`src/rtl/sat_pkg.sv`:
```
// sat_pkg: shared types and constants of the shell argument tokenizer.
// Depends on nothing; sat_lexer and shell_argument_tokenizer take names from here.
`default_nettype none

package sat_pkg;

  // Lexer states; saved state uses the same encoding
  typedef enum logic [1:0] {
    LEX_WS     = 2'd0,
    LEX_TOKEN  = 2'd1,
    LEX_STRING = 2'd2,
    LEX_ESCAPE = 2'd3
  } lex_state_e;

  // Characters the lexer reacts to
  localparam logic [7:0] CH_NUL    = 8'h00;
  localparam logic [7:0] CH_TAB    = 8'h09;
  localparam logic [7:0] CH_SPACE  = 8'h20;
  localparam logic [7:0] CH_QUOTE  = 8'h22;
  localparam logic [7:0] CH_SEMI   = 8'h3B;
  localparam logic [7:0] CH_BSLASH = 8'h5C;

  // Width of the reported argument number and count
  localparam int unsigned ArgW = 3;

  // One result word
  typedef struct packed {
    logic [7:0]      out_char;
    logic            arg_start;
    logic [ArgW-1:0] arg_index;
    logic            command_end;
    logic [ArgW-1:0] arg_count;
    logic            overflow;
  } tok_t;

endpackage

`default_nettype wire

```
`src/rtl/sat_byte_if.sv`:
```
// sat_byte_if: valid/ready channel carrying one command-line byte per word.
// Depends on nothing.
`default_nettype none

interface sat_byte_if;
  logic       valid;
  logic       ready;
  logic [7:0] ch;

  modport source (output valid, output ch, input ready);
  modport sink   (input valid, input ch, output ready);
endinterface

`default_nettype wire

```
`src/rtl/sat_tok_if.sv`:
```
// sat_tok_if: valid/ready channel carrying one tokenizer result per word.
// Depends on nothing; field widths follow sat_pkg::tok_t.
`default_nettype none

interface sat_tok_if;
  logic       valid;
  logic       ready;
  logic [7:0] out_char;
  logic       arg_start;
  logic [2:0] arg_index;
  logic       command_end;
  logic [2:0] arg_count;
  logic       overflow;

  modport source (output valid, output out_char, output arg_start, output arg_index,
                  output command_end, output arg_count, output overflow, input ready);
  modport sink   (input valid, input out_char, input arg_start, input arg_index,
                  input command_end, input arg_count, input overflow, output ready);
endinterface

`default_nettype wire

```
`src/rtl/sat_lexer.sv`:
```
// sat_lexer: tokenizer state registers and the per-byte decode and update logic.
// Depends on sat_pkg (lexer states, character codes, result struct).
`default_nettype none

module sat_lexer #(
  parameter int unsigned MAX_ARGS = 7
) (
  input  wire logic        clk_i,
  input  wire logic        rst_ni,
  input  wire logic        advance_i,
  input  wire logic [7:0]  ch_i,
  output sat_pkg::tok_t    tok_o
);

  localparam int unsigned CntW = $clog2(MAX_ARGS + 1);
  localparam logic [CntW-1:0] MaxArgs = CntW'(MAX_ARGS);

  sat_pkg::lex_state_e state_q, state_d, saved_q, saved_d;
  logic [CntW-1:0] cnt_q, cnt_d, cnt_step;
  logic            pend_q, pend_d;
  logic            ovf_q, ovf_d, ovf_step;

  logic is_end, is_blank, is_quote, is_bslash, in_plain;
  logic claim_req, claim_ok, claim_win;
  logic [CntW-1:0] idx_raw;
  logic [CntW+sat_pkg::ArgW-1:0] idx_ext, cnt_ext;

  // Classify the byte against the current state
  always_comb begin
    is_blank  = (ch_i == sat_pkg::CH_SPACE) || (ch_i == sat_pkg::CH_TAB);
    is_quote  = (ch_i == sat_pkg::CH_QUOTE);
    is_bslash = (ch_i == sat_pkg::CH_BSLASH);
    in_plain  = (state_q == sat_pkg::LEX_WS) || (state_q == sat_pkg::LEX_TOKEN);
    is_end    = (ch_i == sat_pkg::CH_NUL) || ((ch_i == sat_pkg::CH_SEMI) && in_plain);
    claim_req = !is_end && in_plain &&
                (is_quote || ((state_q == sat_pkg::LEX_WS) && !is_blank && !is_bslash));
    claim_ok  = (cnt_q != MaxArgs);
    claim_win = claim_req && claim_ok;
    cnt_step  = claim_win ? cnt_q + CntW'(1) : cnt_q;
    ovf_step  = ovf_q | (claim_req & ~claim_ok);
  end

  // Next state
  always_comb begin
    state_d = state_q;
    saved_d = saved_q;
    pend_d  = 1'b0;
    cnt_d   = cnt_step;
    ovf_d   = ovf_step;
    if (is_end) begin
      state_d = sat_pkg::LEX_WS;
      saved_d = sat_pkg::LEX_WS;
      cnt_d   = '0;
      ovf_d   = 1'b0;
    end else begin
      unique case (state_q)
        sat_pkg::LEX_ESCAPE: state_d = saved_q;
        sat_pkg::LEX_STRING: begin
          if (is_quote) state_d = sat_pkg::LEX_WS;
        end
        sat_pkg::LEX_WS, sat_pkg::LEX_TOKEN: begin
          if (is_blank) begin
            state_d = sat_pkg::LEX_WS;
          end else if (is_quote) begin
            state_d = sat_pkg::LEX_STRING;
            pend_d  = claim_ok;
          end else if (is_bslash) begin
            saved_d = state_q;
            state_d = sat_pkg::LEX_ESCAPE;
          end else begin
            state_d = sat_pkg::LEX_TOKEN;
          end
        end
        default: state_d = sat_pkg::LEX_WS;
      endcase
    end
  end

  // Result word for this byte
  always_comb begin
    idx_raw = pend_q ? cnt_q - CntW'(1) : cnt_q;
    idx_ext = {{sat_pkg::ArgW{1'b0}}, idx_raw};
    cnt_ext = {{sat_pkg::ArgW{1'b0}}, cnt_step};
    tok_o.arg_start   = pend_q || (claim_win && !is_quote);
    tok_o.arg_index   = tok_o.arg_start ? idx_ext[sat_pkg::ArgW-1:0] : '0;
    tok_o.command_end = is_end;
    tok_o.arg_count   = cnt_ext[sat_pkg::ArgW-1:0];
    tok_o.overflow    = ovf_step;
    if (is_end || (in_plain && (is_blank || is_quote)) ||
        ((state_q == sat_pkg::LEX_STRING) && is_quote)) begin
      tok_o.out_char = '0;
    end else begin
      tok_o.out_char = ch_i;
    end
  end

  // Advance state once per consumed byte
  always_ff @(posedge clk_i or negedge rst_ni) begin
    if (!rst_ni) begin
      state_q <= sat_pkg::LEX_WS;
      saved_q <= sat_pkg::LEX_WS;
      cnt_q   <= '0;
      pend_q  <= 1'b0;
      ovf_q   <= 1'b0;
    end else if (advance_i) begin
      state_q <= state_d;
      saved_q <= saved_d;
      cnt_q   <= cnt_d;
      pend_q  <= pend_d;
      ovf_q   <= ovf_d;
    end
  end

  // A pending start only ever waits inside a string
  a_pend_in_string: assert property (@(posedge clk_i) disable iff (!rst_ni)
    pend_q |-> (state_q == sat_pkg::LEX_STRING && cnt_q != '0))
    else $error("start pending outside a string");

  // Count never passes the limit
  a_cnt_limit: assert property (@(posedge clk_i) disable iff (!rst_ni)
    cnt_q <= MaxArgs)
    else $error("argument count beyond limit");

  // Overflow only once the count is full
  a_ovf_full: assert property (@(posedge clk_i) disable iff (!rst_ni)
    ovf_q |-> (cnt_q == MaxArgs))
    else $error("overflow with room left");

  // Escape never saves itself
  a_saved_plain: assert property (@(posedge clk_i) disable iff (!rst_ni)
    (saved_q == sat_pkg::LEX_WS) || (saved_q == sat_pkg::LEX_TOKEN))
    else $error("saved state is not plain");

  // Command end leaves everything at its idle values
  a_end_clears: assert property (@(posedge clk_i) disable iff (!rst_ni)
    (advance_i && is_end) |=> (state_q == sat_pkg::LEX_WS && cnt_q == '0 && !ovf_q))
    else $error("command end did not clear state");

endmodule

`default_nettype wire

```
`src/rtl/shell_argument_tokenizer.sv`:
```
// shell_argument_tokenizer: input byte register, lexer, result register.
// Depends on sat_pkg, sat_byte_if, sat_tok_if and sat_lexer.
//
//   channel  dir  modport  word
//   in_i     in   sink     ch: one command-line byte
//   out_o    out  source   out_char, arg_start, arg_index, command_end,
//                          arg_count, overflow
//
// One byte per cycle sustained while out_o.ready stays high; a byte's result is
// registered: the byte waits in the input register, then the lexer update loads
// the result register, from which out_o presents it.
// The lexer state moves only when a byte passes from the input to the result register,
// so stalls on out_o freeze the lexer and hold the result and any byte already held.
// in_i.ready stays high while the input register is empty or draining.
// Reset (rst_ni low, asynchronous) empties both registers and returns the lexer
// to whitespace with a zero argument count.
`default_nettype none

module shell_argument_tokenizer #(
  parameter int unsigned MAX_ARGS = 7
) (
  input wire logic   clk_i,
  input wire logic   rst_ni,
  sat_byte_if.sink   in_i,
  sat_tok_if.source  out_o
);

  logic          in_valid_q;
  logic [7:0]    in_ch_q;
  logic          out_valid_q;
  sat_pkg::tok_t tok_q, tok_d;
  logic          advance;

  // Move a byte on when the result register is free or being taken
  assign advance  = in_valid_q && (!out_valid_q || out_o.ready);
  assign in_i.ready = !in_valid_q || advance;

  sat_lexer #(
    .MAX_ARGS (MAX_ARGS)
  ) u_lexer (
    .clk_i     (clk_i),
    .rst_ni    (rst_ni),
    .advance_i (advance),
    .ch_i      (in_ch_q),
    .tok_o     (tok_d)
  );

  // Valid flags
  always_ff @(posedge clk_i or negedge rst_ni) begin
    if (!rst_ni) begin
      in_valid_q  <= 1'b0;
      out_valid_q <= 1'b0;
    end else begin
      if (in_i.ready) in_valid_q <= in_i.valid;
      if (advance) begin
        out_valid_q <= 1'b1;
      end else if (out_o.ready) begin
        out_valid_q <= 1'b0;
      end
    end
  end

  // Payload registers
  always_ff @(posedge clk_i) begin
    if (in_i.ready && in_i.valid) in_ch_q <= in_i.ch;
    if (advance) tok_q <= tok_d;
  end

  // Drive the result channel
  assign out_o.valid       = out_valid_q;
  assign out_o.out_char    = tok_q.out_char;
  assign out_o.arg_start   = tok_q.arg_start;
  assign out_o.arg_index   = tok_q.arg_index;
  assign out_o.command_end = tok_q.command_end;
  assign out_o.arg_count   = tok_q.arg_count;
  assign out_o.overflow    = tok_q.overflow;

  // A held byte with a free result register always moves on
  a_no_bubble: assert property (@(posedge clk_i) disable iff (!rst_ni)
    (in_valid_q && !out_valid_q) |-> advance)
    else $error("byte held while result register free");

  // A result only appears after a byte was moved on
  a_out_source: assert property (@(posedge clk_i) disable iff (!rst_ni)
    $rose(out_valid_q) |-> $past(advance))
    else $error("result without a byte");

  // The input register is never overwritten while still full and stuck
  a_in_hold: assert property (@(posedge clk_i) disable iff (!rst_ni)
    (in_valid_q && !advance) |=> (in_valid_q && $stable(in_ch_q)))
    else $error("held byte lost");

endmodule

`default_nettype wire
```
`src/flat_wrapper.sv`:
```
// flat-port wrapper written by rule: the top's interface ports become plain ports
module shell_argument_tokenizer_flat 
#(
  parameter int unsigned MAX_ARGS = 7
)
  (clk_i, rst_ni, in_i_valid, in_i_ch, in_i_ready, out_o_valid, out_o_out_char, out_o_arg_start, out_o_arg_index, out_o_command_end, out_o_arg_count, out_o_overflow, out_o_ready);
  sat_byte_if in_i_i ();
  sat_tok_if out_o_i ();
  input wire logic clk_i;
  input wire logic rst_ni;
  input wire logic [$bits(in_i_i.valid)-1:0] in_i_valid;
  input wire logic [$bits(in_i_i.ch)-1:0] in_i_ch;
  output wire logic [$bits(in_i_i.ready)-1:0] in_i_ready;
  output wire logic [$bits(out_o_i.valid)-1:0] out_o_valid;
  output wire logic [$bits(out_o_i.out_char)-1:0] out_o_out_char;
  output wire logic [$bits(out_o_i.arg_start)-1:0] out_o_arg_start;
  output wire logic [$bits(out_o_i.arg_index)-1:0] out_o_arg_index;
  output wire logic [$bits(out_o_i.command_end)-1:0] out_o_command_end;
  output wire logic [$bits(out_o_i.arg_count)-1:0] out_o_arg_count;
  output wire logic [$bits(out_o_i.overflow)-1:0] out_o_overflow;
  input wire logic [$bits(out_o_i.ready)-1:0] out_o_ready;
  assign in_i_i.valid = in_i_valid;
  assign in_i_i.ch = in_i_ch;
  assign in_i_ready = in_i_i.ready;
  assign out_o_valid = out_o_i.valid;
  assign out_o_out_char = out_o_i.out_char;
  assign out_o_arg_start = out_o_i.arg_start;
  assign out_o_arg_index = out_o_i.arg_index;
  assign out_o_command_end = out_o_i.command_end;
  assign out_o_arg_count = out_o_i.arg_count;
  assign out_o_overflow = out_o_i.overflow;
  assign out_o_i.ready = out_o_ready;
  shell_argument_tokenizer #(.MAX_ARGS(MAX_ARGS)) u_core (.clk_i(clk_i), .rst_ni(rst_ni), .in_i(in_i_i), .out_o(out_o_i));
endmodule
```
`config.mk`:
```
export PLATFORM = sky130hd
export DESIGN_NAME = shell_argument_tokenizer_flat
export DESIGN_NICKNAME = d
export VERILOG_FILES = /design/src/rtl/sat_pkg.sv /design/src/rtl/sat_byte_if.sv /design/src/rtl/sat_tok_if.sv /design/src/rtl/sat_lexer.sv /design/src/rtl/shell_argument_tokenizer.sv /design/src/flat_wrapper.sv
export SDC_FILE = /design/constraint.sdc
export NUM_CORES = 1
export LEC_CHECK = 0
export ABC_AREA = 1
export BUFFER_PORTS_ARGS = -buffer_cell sky130_fd_sc_hd__buf_2
export CAP_MARGIN = 20
export CORE_ASPECT_RATIO = 0.9
export CORE_MARGIN = 10
export CORE_UTILIZATION = 30
export CTS_CLUSTER_DIAMETER = 150
export DETAILED_ROUTE_END_ITERATION = 16
export PLACE_DENSITY_LB_ADDON = 0.15
export SLEW_MARGIN = 5
export SYNTH_ARGS = -nofsm -noshare
export SYNTH_HDL_FRONTEND = slang
export SYNTH_HIERARCHICAL = 1
export SYNTH_SLANG_ARGS = --single-unit
```
`constraint.sdc`:
```
create_clock -name clk_i -period 4.75 [get_ports clk_i]
set_clock_uncertainty 0.1 [all_clocks]
set_input_delay 0.95 -clock clk_i [delete_from_list [all_inputs] [get_ports clk_i]]
set_output_delay 0.95 -clock clk_i [all_outputs]
set_load 0.03 [all_outputs]
```
After elaboration in Yosys (flattened, before gate mapping)
Index checks and enable logic that the tools add are counted.
{ "totals": {"regBits": 36, "input_bits": 12, "wordCells": 87} }
{ "classes": {"add_sub_neg": 2, "eq_ne": 12, "mux": 21, "bitwise_logic": 3, "n_reduce_logical": 35} }
{ "ops": {"columns": ["op", "count"], "rows": [
  ["8-bit by 6-bit == test with 1-bit output (second input constant)", 3],
  ["2-bit 2-to-1 mux", 10],
  ["1-bit logical AND", 11],
  ["1-bit logical OR", 10],
  ["3-bit 2-to-1 mux", 3],
  ["8-bit by 4-bit == test with 1-bit output (second input constant)", 1],
  ["8-bit by 7-bit == test with 1-bit output (second input constant)", 1],
  ["8-bit zero test", 1],
  ["1-bit 2-to-1 mux", 7],
  ["1-bit zero test", 6],
  ["3-bit != test (second input constant)", 2],
  ["2-bit case mux with 3 select lines", 1],
  ["2-bit nonzero test", 3],
  ["5-bit AND reduction", 1],
  ["2-bit == test (second input constant)", 2],
  ["2-bit != test (second input constant)", 2],
  ["3-bit by 1-bit adder with 3-bit output (second input constant)", 1],
  ["3-bit by 1-bit subtractor with 3-bit output (second input constant)", 1],
  ["2-bit by 1-bit == test with 1-bit output (second input constant)", 1],
  ["2-bit zero test", 1],
  ["2-bit AND reduction", 1],
  ["2-bit OR reduction", 1],
  ["1-bit AND", 1],
  ["1-bit inverter", 1],
  ["1-bit bitwise OR", 1]
]} }

Depth between registers and ports, before layout
{ "depth": {"ltp_word": 10, "depth_mapped": 12} }

Cells and area by module
The synthesis kept the hierarchy.
{ "modules_own_cells": {"columns": ["mod", "n_inst", "cells_each", "area_per_inst_um2"], "rows": [
  ["sat_lexer", 1, 146, 915.9],
  ["shell_argument_tokenizer", 1, 37, 845.8]
]} }

Worst setup path before layout
Ideal clock, no wire load.
{ "synth_path": {"kind": "input -> register", "startpoint": "input port out_o_ready", "endpoint": "register u_core.u_lexer.state_q[0]", "arrival_ps": 2830, "required_time_ps": 4585, "slack_ps": 1756, "path_stages": 7, "path_buffers": 0, "cell_sequence": "inv_2 -> a21oi_1 -> inv_1 -> nor2_1 -> and2_1 -> nand2_1 -> nand2_1"} }
{ "synth_via": {"elab_chain_len": 3} }
{ "synth_rtl": {"columns": ["element", "line_no", "source"], "rows": [
  ["start: declaration", "flat_wrapper.sv:21", "input wire logic [$bits(out_o_i.ready)-1:0] out_o_ready;"],
  ["1-bit logical OR", "shell_argument_tokenizer.sv:35", "assign advance = in_valid_q && (!out_valid_q || out_o.ready);"],
  ["1-bit logical AND", "shell_argument_tokenizer.sv:35", null],
  ["net u_core.advance", "shell_argument_tokenizer.sv:32", "logic advance;"],
  ["2-bit AND reduction (no source line)", null, null],
  ["end signal: assignment", "sat_lexer.sv:100", "state_q <= sat_pkg::LEX_WS;"],
  ["end signal: assignment", "sat_lexer.sv:106", "state_q <= state_d;"],
  ["end: declaration", "sat_lexer.sv:18", "sat_pkg::lex_state_e state_q, state_d, saved_q, saved_d;"]
]} }
The timed path passes the listed nets, and every way through them passes these cells.
A chain may end at the register's enable or synchronous reset.

Worst setup path in the final report
{ "layout_path": {"startpoint": "input port out_o_ready", "endpoint": "output port in_i_ready"} }
{ "layout_via": {"elab_chain_len": 3} }
{ "layout_rtl": {"columns": ["element", "line_no", "source"], "rows": [
  ["1-bit logical OR", "shell_argument_tokenizer.sv:35", null],
  ["1-bit logical AND", "shell_argument_tokenizer.sv:35", null],
  ["1-bit logical OR", "shell_argument_tokenizer.sv:36", "assign in_i.ready = !in_valid_q || advance;"],
  ["end: declaration", "flat_wrapper.sv:13", "output wire logic [$bits(in_i_i.ready)-1:0] in_i_ready;"]
]} }
Every way passes these cells.

==> run summary <==
* 7 — logic depth of the worst register-to-register path
* sky130_fd_sc_hd__buf_2 — Slowest cell on crit path
* sky130_fd_sc_hd__buf_2 — cell seen most often among critical-path stages
* 0 — ANT nets after route
* no — setup repair after global routing missed its margin
* 3485 um — Routed Wire Length
* 0 — post-CTS setup buffer count
* 411.7 MHz — Achievable Freq
* 9.627 sq um — mean area per synthesized cell
* 286 — final standard cell count with taps included and fillers excluded
* 0 ns — Setup TNS Final
* output pin — Critical Path Sink Type
* sky130_fd_sc_hd__clkbuf_8 — clock tree root driver cell
* 5892 um — first-pass GRT wire length
* 0 — drt drc
* 198 — Mapped Nets
* 0.5560 mW — Cell Int Power
* 1.38 ns — critical path data arrival time
* 24 — largest net degree at the start of global routing
* 3 — maximum fanout count along the critical path
* sky130_fd_sc_hd__edfxtp_1 — Yosys top cell by area
* 0 — Post-CTS Hold Buffers
* 12.19 um — routed wirelength normalized by instance count
* 0 — number of setup violations in the final report
* 31 — Top Ports
* 4.420 — Via density
* 3 — buffers plus inverters on the worst setup path
* 30.95% — initial core utilization
* 0.3175 ns — Least-Margin Pin Slew
* 5 — TritonCTS buffer count
* 0 — number of antenna violations at the first check in global routing
* 32.86% — fraction of power spent switching nets
* 2.94 ns — worst-case register-to-register setup slack
* buffers and inverters — Worst path top cell family by delay
* 1,264 — overall via count from detail_route
* 24.5% — fraction of power consumed by combinational cells
* 3.70 ns — data required time of the critical path
* 278 — total placed cells including tap cells
* 0 — Overflow after GRT
* 9342 sq um — die outline area
* 0.9612 nW — Leakage Power
* 0 — final number of hold-violating endpoints
* sky130_fd_sc_hd__edfxtp_1, sky130_fd_sc_hd__dfrtp_1, sky130_fd_sc_hd__nand2_1, sky130_fd_sc_hd__inv_1, sky130_fd_sc_hd__nor2_1 — cells taking the most area after synthesis
* 0 — count of final max-slew check failures
* 5693 sq um — core area
* 0.28 ns — later-pin clock latency in the skew report
* 24.6% — proportion of power drawn by the clock network
* 25 — number of enable-type register cells in the synthesized netlist
* 36 — number of register bits inferred by synthesis
* 401.6 nW/um^2 — areal power density over the cells
* 0.19 ns — slowest cell delay on critical path
* 17.05% — area added between synthesis and finish
* 29.63% — share of post-route cells with drive strength above 1
* 30.56% — proportion of register bits with asynchronous set or reset after synthesis
* 0 — MaxCap Viol Count
* 97 — drt first-iter violations
* 0.8281 mW — total power
* 6 — number of warning messages in the yosys log
* u_core/out_o.valid — Reg2Reg Launch Point
* 2 — level count of the clock H-tree
* 183 — cell count after synthesis
* u_core/u_lexer/saved_q[1] — worst min-delay path startpoint
* 100.8 um — die boundary width
* 4 — logic depth of the worst setup path including buffers
* 51.14% — fin crit share
* primary input to output pin — Worst Path Class, Setup
* 26 — num rows
* 50.9% — proportion of power drawn by flip-flops and latches
* sky130_fd_sc_hd__nand2_1 — dominant cell by count in the synthesized netlist
* 30 — buffers added on ports
* 0.0001463 V — worst supply voltage drop on vdd
* 0.2722 mW — NetSw
* 2.429 ns — minimum period implied by the final worst setup slack
* sky130_fd_sc_hd__nand2_1, sky130_fd_sc_hd__edfxtp_1, sky130_fd_sc_hd__inv_1, sky130_fd_sc_hd__nor2_1, sky130_fd_sc_hd__dfrtp_1 — most frequent cells after synthesis
* 92.70 um — height of the chip
* 1762 sq um — synthesized cell area
* built — TritonCTS clock tree
* 4 — number of iterations in the first detailed-routing pass
* 0.07 ns — post-CTS clock slew at the launch and capture registers of the worst setup and hold paths
* register to register — Hold/Removal Path Class
* primary input — kind of start point of the critical path
* 36 — clk sinks
* sky130_fd_sc_hd__edfxtp_1 — commonest register cell after synthesis
* buf_2 > inv_2 > nand3_2 > buf_2 — critical path cell sequence
* 2 — Hold Path Depth
* u_core/u_lexer/saved_q[1] — Min-Delay Endpoint
* 0 — antenna fix cells
* 2613 um — post-detail-place hpwl
* 58.24% — sequential area share after synthesis
* finished clean — outcome
* 30 — Synth cell types
* 42.61% — Synth top area share
* 230 — count of nets after finishing
* 0 — post-cts gate resize count
* 7.866% — Global Route Usage Sum
* u_core/u_lexer/state_q[1] — Reg2Reg Capture Point
* 2 — deepest clock path buffer count
* 1,222 — via count of the first global-routing pass
* 0.7598 — routability-driven placement congestion ratio
* 78.76% — Rel. slew slack
-- worst register-to-register path: cells and delay by family, from the launching register on --
kind            cells  cell delay, ns
simple gates        4            0.62
buf+inv             2            0.46
compound gates      1            0.14
flops               1            0.42
-- kinds of logic after synthesis --
family	share of synthesized area, %
AO/OA/AOI/OAI	3.694
AND/OR/NAND/NOR	27.70
flip-flops	58.24
XOR/XNOR	0.4972
buffers and inverters	7.741
adder cells (fa/ha/maj)	2.131
-- layout by cell type, fill, tap and decap left out, types with 3 or more instances in the layout --
master	instances
sky130_fd_sc_hd__and2_1	3
sky130_fd_sc_hd__buf_2	30
sky130_fd_sc_hd__clkbuf_8	5
sky130_fd_sc_hd__dfrtp_1	11
sky130_fd_sc_hd__edfxtp_1	25
sky130_fd_sc_hd__ha_1	3
sky130_fd_sc_hd__inv_1	21
sky130_fd_sc_hd__inv_2	7
sky130_fd_sc_hd__nand2_1	48
sky130_fd_sc_hd__nand2_2	4
sky130_fd_sc_hd__nand3_1	7
sky130_fd_sc_hd__nand4_1	6
sky130_fd_sc_hd__nor2_1	17
sky130_fd_sc_hd__nor2_2	6
-- sequential cells by signal, indices dropped and copies added (netlist names) --
register	flops
u_core/u_lexer/saved_q	2
u_core/in_valid_q	1
u_core/u_lexer/pend_q	1
u_core/out_o.valid	1
u_core/out_o.overflow	1
u_core/out_o.arg_start	1
u_core/out_o.command_end	1
u_core/out_o.out_char	8
u_core/in_ch_q	8
u_core/out_o.arg_count	3
u_core/u_lexer/cnt_q	3
u_core/u_lexer/ovf_q	1
u_core/out_o.arg_index	3
u_core/u_lexer/state_q	2
-- power by group through the flow --
stage | Sequential (mW) | Clock [mW] | Combinational [mW]
floorplan | 0.462 | 0 | 0.115
global placement | 0.428 | 0 | 0.208
detailed placement | 0.428 | 0 | 0.206
CTS | 0.421 | 0.214 | 0.207
global route | 0.426 | 0.231 | 0.232
finish | 0.421 | 0.204 | 0.203
-- per-layer routing --
metal  part of all wire, %  vias up  GRT usage [%]
li1                      -      653              -
met1                    48      571          10.08
met2                    43       35          11.12
met3                   7.6        5          3.195
met4                   1.5        0          3.882
met5                     0        -              0
-- area by class of cell --
type                       count  area (sq um)
inverter                      28         105.1
fill                         591          3631
sequential                    36          1026
clock inverter                 3         13.76
tap                           70         87.58
timing repair buffer          31         157.7
clock buffer                   5         68.82
multi-input combinational    113         603.1
-- per-stage QoR --
stage | worst slack (ns) | cell area (sq um) | utilization, % | hold slack, ns
floorplan | 1.756 | 1762 | - | 0.3368
global placement | 2.322 | 1979 | 34.77 | 0.3560
detailed placement | 2.306 | 1979 | 34.77 | 0.3594
CTS | 2.315 | 2062 | 36.22 | 0.3778
global route | 2.281 | 2062 | 36.22 | 0.4060
finish | 2.321 | 2062 | 36.22 | 0.3714
-- how the worst max path moves through the flow --
stage,slack [ns],end,from
4_1_cts,2.31,in_i_ready,out_o_ready
2_1_floorplan,1.76,u_core/u_lexer/state_q[0],out_o_ready
5_1_grt,2.28,in_i_ready,out_o_ready
3_3_place_gp,2.32,in_i_ready,out_o_ready
3_5_place_dp,2.31,u_core/u_lexer/state_q[0],out_o_ready
6_report,2.32,in_i_ready,out_o_ready
Note: power is estimated with default switching activity, not from simulation.
